## config.mk

```make
export PLATFORM = sky130hd
export DESIGN_NAME = dshr_div
export DESIGN_NICKNAME = d
export VERILOG_FILES = /design/src/rtl/dshr_div.sv
export SDC_FILE = /design/constraint.sdc
export NUM_CORES = 1
export LEC_CHECK = 0
export ABC_AREA = 0
export BUFFER_PORTS_ARGS = -buffer_cell sky130_fd_sc_hd__buf_2
export CAP_MARGIN = 20
export CORE_ASPECT_RATIO = 0.7
export CORE_UTILIZATION = 60
export DETAILED_ROUTE_END_ITERATION = 8
export PLACE_DENSITY = 0.86
export SLEW_MARGIN = 20
export SYNTH_ARGS = -nofsm -noshare
export SYNTH_HDL_FRONTEND = slang
export SYNTH_SLANG_ARGS = --single-unit
```

## constraint.sdc

```tcl
create_clock -name clk -period 11.3 [get_ports clk]
set_input_delay 1.13 -clock clk [delete_from_list [all_inputs] [get_ports clk]]
set_output_delay 1.13 -clock clk [all_outputs]
set_load 0.005 [all_outputs]
```

## src/rtl/dshr_div.sv

```systemverilog
`timescale 1ns / 1ps
`default_nettype none
module dshr_div #(
  parameter int NW = 49,
  parameter int DW = 28
) (
  input  wire logic          clk,
  input  wire logic          rst,
  input  wire logic          start,
  input  wire logic [NW-1:0] num,
  input  wire logic [DW-1:0] den,
  output logic               done,
  output logic      [NW-1:0] quot
);

  localparam int CW = $clog2(NW + 1);

  logic [DW-1:0] rem;
  logic [DW-1:0] dv;
  logic [CW-1:0] cnt;
  logic          busy;
  logic [DW:0]   shifted;
  logic          ge;

  assign shifted = {rem, quot[NW-1]};
  assign ge      = shifted >= {1'b0, dv};

  always_ff @(posedge clk) begin
    if (rst) begin
      busy <= 1'b0;
      done <= 1'b0;
      cnt  <= '0;
    end else begin
      done <= 1'b0;
      if (start) begin
        busy <= 1'b1;
        cnt  <= CW'(NW);
        rem  <= '0;
        quot <= num;
        dv   <= den;
      end else if (busy) begin
        rem  <= ge ? DW'(shifted - {1'b0, dv}) : shifted[DW-1:0];
        quot <= {quot[NW-2:0], ge};
        cnt  <= cnt - 1'b1;
        if (cnt == CW'(1)) begin
          busy <= 1'b0;
          done <= 1'b1;
        end
      end
    end
  end

endmodule
`default_nettype wire

```

==> flow_metrics.py, run 1 <==
metrics = {
    "run_status": {
        "status": "complete, no violations",
    },
    "synth": {
        "ys_warn_count": 0,
        "synth_edf_count": 105,
        "ys_ff_latch": 113,
        "yosys.cell_types.count": 59,
        "synthCells": 526,
        "synth_flop_cell": "edfxtp_1",
        "synth_area_leaders": "edfxtp_1 (51%), mux2_2 (8.9%), ha_1 (6.1%)",
        "synth_area_um2": 6190,
        "avgSynthCellArea_um2": 11.8,
        "synth_top_area_share_pct": 50.9,
        "ys_seq_area_share_pct": 53.5,
        "synth_fp_nets": 637,
        "async_flop_share_pct": 0,
        "yosysTopAreaCell": "edfxtp_1",
    },
    "clock_tree": {
        "clockRootBuffer": "clkbuf_16",
        "clkSinkCount": 113,
        "cts.clk_slew.worst_paths_ns": 0.06,
        "cts_hold_buf": 0,
        "clockBufferDepth": 2,
        "clk_latency_ns": 0.42,
        "cts_tree": "done",
        "postCtsResizedCells": 0,
        "postCtsSetupRepairBufs": 0,
        "ctsHtreeMaxLevel": 4,
        "cts_buffers": 17,
    },
    "detailed_routing": {
        "drt-wirelength-per-cell_um": 19.5,
        "drtAntennaViolNets": 0,
        "via_count": 4891,
        "drt_pass1_iterations": 5,
        "routed_wl_um": 15500,
        "routed_via_density": 6.13,
        "drt_iter0_drc": 602,
        "drcViolationCount": 0,
    },
    "worst_setup_path": {
        "crit_buf_inv": 0,
        "critPathKind": "flip-flop to flip-flop",
        "worstRegToRegCells": 10,
        "startpoint_type": "flip-flop",
        "cp_top_family": "compound AO/OA/AOI/OAI gates",
        "worstPathRequired_ns": 11.46,
        "rr_startpoint": "rem[5]",
        "cp_max_fo": 22,
        "worstPathCellList": "ha_1 -> a21o_1 -> a21oi_1 -> o21ai_0 -> o21ai_1 -> a31oi_2 -> o211a_4 -> o21ai_2 -> nand2_2 -> mux2_2",
        "slowest_delay_ns": 0.93,
        "r2r_end": "quot[0]",
        "r2r_setup_slack_ns": 7.44,
        "critPathArrivalTime_ns": 4.02,
        "cp_slowest_cell": "o21ai_2",
        "setup.worst_path.end_class": "flip-flop",
    },
    "die": {
        "ios": 130,
        "fp.dieH_um": 87.0,
        "initial_core_util_pct": 62.7,
        "dieArea_um2": 10700,
        "rows": 30,
        "core_area_um2": 9870,
        "die_w_um": 123,
    },
    "timing": {
        "period_minus_slack_ns": 3.86,
        "skew_ns": 0.00767,
        "slew_violations": 0,
        "rsz0062_at_grt": "no",
        "slew_headroom_pct": 20.5,
        "finalWorstSetupSlack_ns": 7.44,
        "worst_pin_slew_ns": 1.19,
        "hold_viol": 0,
        "fin_setup_tns_ns": 0,
        "period_share_pct": 34.2,
        "fmax_ghz": 0.259,
        "timing.hold.ws_ns": 0.529,
        "finalSetupViolations": 0,
    },
    "layout": {
        "utilization_pct": 75.7,
        "drive_gt1_share_pct": 34.5,
        "n_fill_cell": 653,
        "nNetsFinal": 768,
        "diodes": 0,
        "area_delta_synth_final_pct": 20.7,
    },
    "place": {
        "gp_congestion": 0.982,
        "dp_slack_ns": 7.49,
        "io_buffers": 129,
        "hpwl_um": 10200,
    },
    "global_routing": {
        "antenna_found_initial": 0,
        "grt_pass1_vias": 4703,
        "track_usage_pct": 29.6,
        "grt-ovfl-total": 0,
        "grt_pass1_wl_um": 23600,
        "grt_max_degree": 79,
    },
    "power_and_ir_drop": {
        "p_per_area_nw_per_um2": 172,
        "p_total_mw": 1.28,
        "vdd_ir_drop_max_uv": 129,
        "p_leak_nw": 3.05,
    },
    "flow_run": {
        "drv_cap": 0,
    },
    "min_path": {
        "min-delay-start": "cnt[1]",
        "holdPathEnd": "cnt[1]",
        "min_path_cells": 2,
        "hp-class": "flip-flop to flip-flop",
    },
}
[cell usage after synthesis, types with 4 or more instances]
cell type	count
nor2b_1	6
nand4_1	5
xnor2_1	21
a211oi_1	4
inv_1	40
a21oi_1	44
o21ai_1	19
and3_1	4
buf_1	4
a31oi_1	4
ha_1	30
dfxtp_1	8
nor2_1	22
nand3_1	28
edfxtp_1	105
nand2_1	14
clkbuf_1	11
xor2_1	6
o21ai_0	18
a21o_1	10
o22ai_1	4
mux2_2	49
nor3_1	13
[state kept, by name, indices dropped and copies added, names as in the netlist]
signal and cells:
busy 1, cnt 6, done 1, dv 28, quot 49, rem 28
[tightest hold or removal path: stages (launching register included)]
cell       delay, ns
dfxtp_1         0.33
nor2_1          0.08
a2111oi_0       0.06
[power by group]
group / switching, mW / total [mW] / internal (mW)
sequential: 0.0181 / 0.520 / 0.502
clock: 0.203 / 0.485 / 0.281
combinational: 0.163 / 0.280 / 0.117
total: 0.385 / 1.28 / 0.900
[layout make-up]
| type | count | area [um^2] | share of cell area [%] |
|---|---|---|---|
| flip-flops and latches | 113 | 3310 | 44.3 |
| multi-input cells | 352 | 2630 | 35.2 |
| repair buffers | 133 | 676 | 9.04 |
| clock buffers | 17 | 425 | 5.69 |
| well taps | 128 | 160 | 2.14 |
| inverters | 40 | 150 | 2.01 |
| clock inverters | 15 | 114 | 1.52 |
[cell usage in the layout, fill, tap and decap left out, types with 4 or more instances in the layout]
master,instances
and3_1,4
xnor2_1,21
nand2_1,14
nor2_1,20
buf_4,4
clkbuf_16,17
o21ai_1,19
mux2_2,49
nor2b_1,6
inv_1,40
a211oi_1,4
o22ai_1,4
nand3_1,28
dfxtp_1,8
ha_1,30
clkinvlp_4,5
buf_2,129
a31oi_1,4
edfxtp_1,105
nor3_1,13
nand4_1,5
xor2_1,6
o21ai_0,18
a21o_1,10
a21oi_1,44
[per-stage QoR]
step,cells,instance area [um^2]
2_1_floorplan,526,6190
3_3_place_gp,766,6930
3_5_place_dp,766,6930
4_1_cts,798,7470
5_1_grt,798,7470
6_report,798,7470
[metal layers]
metal	track usage, %	vias up	part of all wire, %
met5	0	-	0
met4	11.0	0	2.1
met3	7.92	42	8.7
met2	46.4	271	48
met1	39.5	2332	41
li1	-	2246	-
[cell families (layout without fill, tap and decap cells)]
family | Yosys count | count (layout) | share of synthesized area [%]
xor+xnor | 27 | 27 | 3.82
buf+inv | 61 | 205 | 4.10
compound gates | 137 | 137 | 14.5
mux | 49 | 49 | 8.91
simple gates | 108 | 108 | 8.77
fa+ha+maj | 31 | 31 | 6.39
flops | 113 | 113 | 53.5
[how the worst max path moves through the flow]
stage,start,cells after the start,slack [ns],endpoint
after detailed placement,start,5,7.49,quot[17]
after global placement,start,5,7.63,quot[11]
after floorplan,start,3,6.06,quot[0]
final,rem[5],10,7.44,quot[0]
after global routing,rem[5],10,7.31,quot[0]
after CTS,rem[5],10,7.55,quot[0]
No activity file was read; power rests on OpenSTA's default activity.
==> inputs of run 2 (changes only) <==
CORE_UTILIZATION = 50   (was 60)
PLACE_DENSITY = 0.77   (was 0.86)
clock period = 3.3 ns   (was 11.3 ns; I/O delays follow)
==> flow_metrics.py, run 2 (synthesized netlist as in run 1, its figures left out) <==
metrics = {
    "run_status": {
        "status": "complete, no violations",
    },
    "detailed_routing": {
        "drtAntennaViolNets": 0,
        "routed_via_density": 5.75,
        "via_count": 4793,
        "drt_pass1_iterations": 5,
        "drt_iter0_drc": 388,
        "drcViolationCount": 0,
        "routed_wl_um": 14700,
        "drt-wirelength-per-cell_um": 17.6,
    },
    "place": {
        "hpwl_um": 10300,
        "gp_congestion": 0.993,
        "io_buffers": 129,
        "dp_slack_ns": 0.303,
    },
    "timing": {
        "period_share_pct": 92.5,
        "period_minus_slack_ns": 3.05,
        "skew_ns": 0.00811,
        "finalWorstSetupSlack_ns": 0.246,
        "slew_violations": 0,
        "fmax_ghz": 0.327,
        "hold_viol": 0,
        "worst_pin_slew_ns": 0.693,
        "fin_setup_tns_ns": 0,
        "finalSetupViolations": 0,
        "timing.hold.ws_ns": 0.0898,
        "rsz0062_at_grt": "no",
        "slew_headroom_pct": 53.3,
    },
    "power_and_ir_drop": {
        "p_per_area_nw_per_um2": 597,
        "p_leak_nw": 3.11,
        "vdd_ir_drop_max_uv": 436,
        "p_total_mw": 4.54,
    },
    "layout": {
        "regArea_um2": 3310,
        "area_delta_synth_final_pct": 22.8,
        "top_regs": "quot: 49 flops, dv: 28 flops, rem: 28 flops",
        "n_fill_cell": 916,
        "nNetsFinal": 776,
        "largest_reg_flops": 49,
        "layout_common_cells": "buf_2 (129), edfxtp_1 (105), mux2_2 (49)",
        "layout_commonest_cell": "buf_2",
        "drive_gt1_share_pct": 34.7,
        "utilization_pct": 63.9,
        "diodes": 0,
        "multi_input_area_um2": 2630,
        "top_register": "quot",
    },
    "clock_tree": {
        "cts_tree": "done",
        "clkSinkCount": 113,
        "cts_buffers": 17,
        "postCtsSetupRepairBufs": 0,
        "postCtsResizedCells": 0,
        "clockBufferDepth": 2,
        "clockRootBuffer": "clkbuf_16",
        "ctsHtreeMaxLevel": 4,
        "cts.clk_slew.worst_paths_ns": 0.05,
        "clk_latency_ns": 0.41,
        "cts_hold_buf": 0,
    },
    "global_routing": {
        "grt_max_degree": 48,
        "grt_pass1_vias": 4657,
        "grt-ovfl-total": 0,
        "antenna_found_initial": 0,
        "track_usage_pct": 23.5,
        "grt_pass1_wl_um": 23000,
    },
    "worst_setup_path": {
        "worstPathRequired_ns": 3.46,
        "cp_max_fo": 9,
        "setup.worst_path.end_class": "flip-flop",
        "critPathArrivalTime_ns": 3.22,
        "critPathKind": "flip-flop to flip-flop",
        "startpoint_type": "flip-flop",
    },
    "die": {
        "ios": 130,
        "initial_core_util_pct": 52.1,
        "core_area_um2": 11900,
        "fp.dieH_um": 95.1,
        "die_w_um": 135,
        "rows": 33,
        "dieArea_um2": 12800,
    },
    "flow_run": {
        "drv_cap": 0,
    },
    "min_path": {
        "hp-class": "input port to flip-flop",
    },
}
[run 2: final cells by class]
| class | instances | area share [%] |
|---|---|---|
| clock inverters | 13 | 1.91 |
| flip-flops and latches | 113 | 43.6 |
| clock buffers | 18 | 5.64 |
| multi-input cells | 352 | 34.6 |
| inverters | 40 | 1.97 |
| repair buffers | 141 | 9.68 |
| well taps | 157 | 2.58 |
[run 2: power by group]
| part | leakage, nW | switching (mW) | internal [mW] |
|---|---|---|---|
| Clock | 0.278 | 0.644 | 1.17 |
| Sequential | 1.07 | 0.0571 | 1.72 |
| Combinational | 1.76 | 0.542 | 0.410 |
| Total | 3.11 | 1.24 | 3.29 |
[run 2: worst paths after layout]
path	start	end	slack (ns)	depth (start not counted)
setup / recovery	rem[11]	quot[0]	0.25	10
hold / removal	den[14]	dv[14]	0.09	1
hold reg to reg	cnt[1]	cnt[1]	0.54	2
setup reg to reg	rem[11]	quot[0]	0.25	10
[run 2: critical path: stages (launching register included)]
cell      delay, ns
edfxtp_1       0.39
ha_1           0.38
a21oi_1        0.23
o21a_1         0.20
nor2b_1        0.06
a31oi_1        0.24
a31oi_2        0.15
o211a_4        0.28
o21ai_2        0.42
nand2_2        0.15
mux2_2         0.29
[run 2: stage by stage]
stage	instances	cell area (um^2)
after CTS	834	7600
after floorplan	526	6190
final	834	7600
after detailed placement	803	7030
after global routing	834	7600
after global placement	803	7030
[run 2: per-layer routing]
layer | track usage (%) | share of wire, % | up-vias
li1 | - | - | 2259
met3 | 5.58 | 7.1 | 32
met4 | 10.2 | 1.7 | 0
met2 | 35.8 | 46 | 231
met1 | 32.1 | 45 | 2271
met5 | 0 | 0 | -
==> inputs of run 3 (changes only) <==
CORE_MARGIN = 5   (was unset)
==> flow_metrics.py, run 3 (synthesized netlist as in run 1, its figures left out) <==
metrics = {
    "worst_setup_path": {
        "crit_buf_inv": 0,
        "startpoint_type": "flip-flop",
        "cp_top_family": "compound AO/OA/AOI/OAI gates",
        "worstPathRequired_ns": 3.45,
        "cp_num_cells": 10,
        "r2r_end": "rem[27]",
        "setup.worst_path.end_class": "flip-flop",
        "cp_slowest_cell": "nor3b_1",
        "slowest_delay_ns": 0.43,
        "critPathKind": "flip-flop to flip-flop",
        "critPathArrivalTime_ns": 3.18,
        "rr_startpoint": "rem[11]",
        "endpoint": "rem[27]",
        "startpoint": "rem[11]",
        "cp_max_fo": 6,
        "worstPathCellList": "ha_1 -> a21oi_1 -> o21a_1 -> nor2b_1 -> a31oi_1 -> a31oi_2 -> o211a_4 -> o2111ai_1 -> nor3b_1 -> o22ai_1",
        "worstRegToRegCells": 10,
        "r2r_setup_slack_ns": 0.27,
    },
    "timing": {
        "rsz0062_at_grt": "no",
        "period_minus_slack_ns": 3.03,
        "slew_violations": 0,
        "fmax_ghz": 0.330,
        "slew_headroom_pct": 41.6,
        "finalWorstSetupSlack_ns": 0.267,
        "period_share_pct": 91.9,
        "fin_setup_tns_ns": 0,
        "finalSetupViolations": 0,
        "worst_pin_slew_ns": 0.877,
        "hold_viol": 0,
        "skew_ns": 0.00710,
    },
    "power_and_ir_drop": {
        "p_total_mw": 4.41,
        "p_per_area_nw_per_um2": 584,
        "vdd_ir_drop_max_uv": 396,
        "p_leak_nw": 3.08,
    },
    "detailed_routing": {
        "drtAntennaViolNets": 0,
        "routed_via_density": 5.65,
        "via_count": 4720,
        "drcViolationCount": 0,
        "drt_pass1_iterations": 5,
        "drt_iter0_drc": 411,
        "routed_wl_um": 14800,
        "drt-wirelength-per-cell_um": 17.7,
    },
    "place": {
        "gp_congestion": 0.937,
        "dp_slack_ns": 0.277,
        "hpwl_um": 10400,
        "io_buffers": 129,
        "placed_area_um2": 7010,
    },
    "layout": {
        "area_delta_synth_final_pct": 22.2,
        "top_register": "quot",
        "nNetsFinal": 771,
        "layout_common_cells": "buf_2 (129), edfxtp_1 (105), mux2_2 (49)",
        "top_regs": "quot: 49 flops, dv: 28 flops, rem: 28 flops",
        "largest_reg_flops": 49,
        "fin_area_um2": 7560,
        "layout_commonest_cell": "buf_2",
        "diodes": 0,
        "drive_gt1_share_pct": 35.1,
        "n_fill_cell": 968,
    },
    "global_routing": {
        "track_usage_pct": 20.1,
        "grt_pass1_wl_um": 23200,
        "grt_pass1_vias": 4663,
        "antenna_found_initial": 0,
        "grt_max_degree": 72,
        "grt-ovfl-total": 0,
    },
    "clock_tree": {
        "cts_tree": "done",
        "clockRootBuffer": "clkbuf_16",
        "cts.clk_slew.worst_paths_ns": 0.06,
        "clkSinkCount": 113,
        "cts_buffers": 17,
        "clockBufferDepth": 2,
        "postCtsSetupRepairBufs": 0,
        "clk_latency_ns": 0.42,
        "ctsHtreeMaxLevel": 4,
    },
    "die": {
        "die_w_um": 143,
        "rows": 34,
        "dieArea_um2": 14700,
        "fp.dieH_um": 103,
        "initial_core_util_pct": 50.5,
        "core_area_um2": 12300,
        "ios": 130,
    },
    "run_status": {
        "status": "complete, no violations",
    },
    "flow_run": {
        "drv_cap": 0,
    },
    "min_path": {
        "hp-class": "input port to flip-flop",
    },
}
## run 3: changes by cell type in the layout (fill, tap and decap cells not counted)
cell / delta
buf_12: +1
buf_4: -6
bufinv_16: -3
clkbuf_1: -1
clkinv_1: -3
clkinv_2: -2
clkinv_4: +2
inv_6: +7
inv_8: +1
o21ai_1: -1
o21ai_2: +1
## run 3: worst reg2reg max path: cells and delay by family (launching register included)
| family | cells | cell delay [ns] |
|---|---|---|
| AOI/OAI and AO/OA | 7 | 1.51 |
| and+or+nand+nor | 2 | 0.49 |
| DFF | 1 | 0.40 |
| adders and majority gates | 1 | 0.39 |
## run 3: power breakdown
| group | switching, mW | internal [mW] |
|---|---|---|
| clock network | 0.725 | 0.979 |
| registers | 0.0557 | 1.72 |
| logic | 0.534 | 0.404 |
## run 3: routing by layer
metal	global-route usage (%)	vias up	wire length [um]
li1	-	2254	-
met1	27.6	2277	6720
met2	30.7	157	6980
met3	4.82	32	742
met4	8.62	0	319
met5	0	-	0
## run 3: final cells by class
class	count	area (um^2)	share of cell area [%]
Sequential cell	113	3310	43.8
Timing Repair Buffer	136	711	9.40
Inverter	40	150	1.99
Clock inverter	15	124	1.64
Multi-Input combinational cell	352	2640	34.9
Tap cell	162	203	2.68
Clock buffer	17	425	5.62
## run 3: how the worst min path moves through the flow
stage / from / endpoint / slack [ns] / cells past startpoint
after global routing: den[7] / dv[7] / 0.08 / 1
final: den[13] / dv[13] / 0.09 / 1
after global placement: cnt[1] / cnt[1] / 0.49 / 2
after detailed placement: den[15] / dv[15] / 0.51 / 1
after floorplan: den[0] / dv[0] / 0.43 / 0
after CTS: den[13] / dv[13] / 0.07 / 1
## run 3: stage by stage
step	hold WS (ns)	std cells	util (%)
2_1_floorplan	0.429	526	-
3_3_place_gp	0.488	803	57.2
3_5_place_dp	0.508	803	57.2
4_1_cts	0.0722	835	61.7
5_1_grt	0.0751	835	61.7
6_report	0.0858	835	61.7
## run 3: repair_timing
action,CTS,global route
setup endpoints to repair,0,1
gates resized for setup,0,1
hold buffers,0,0
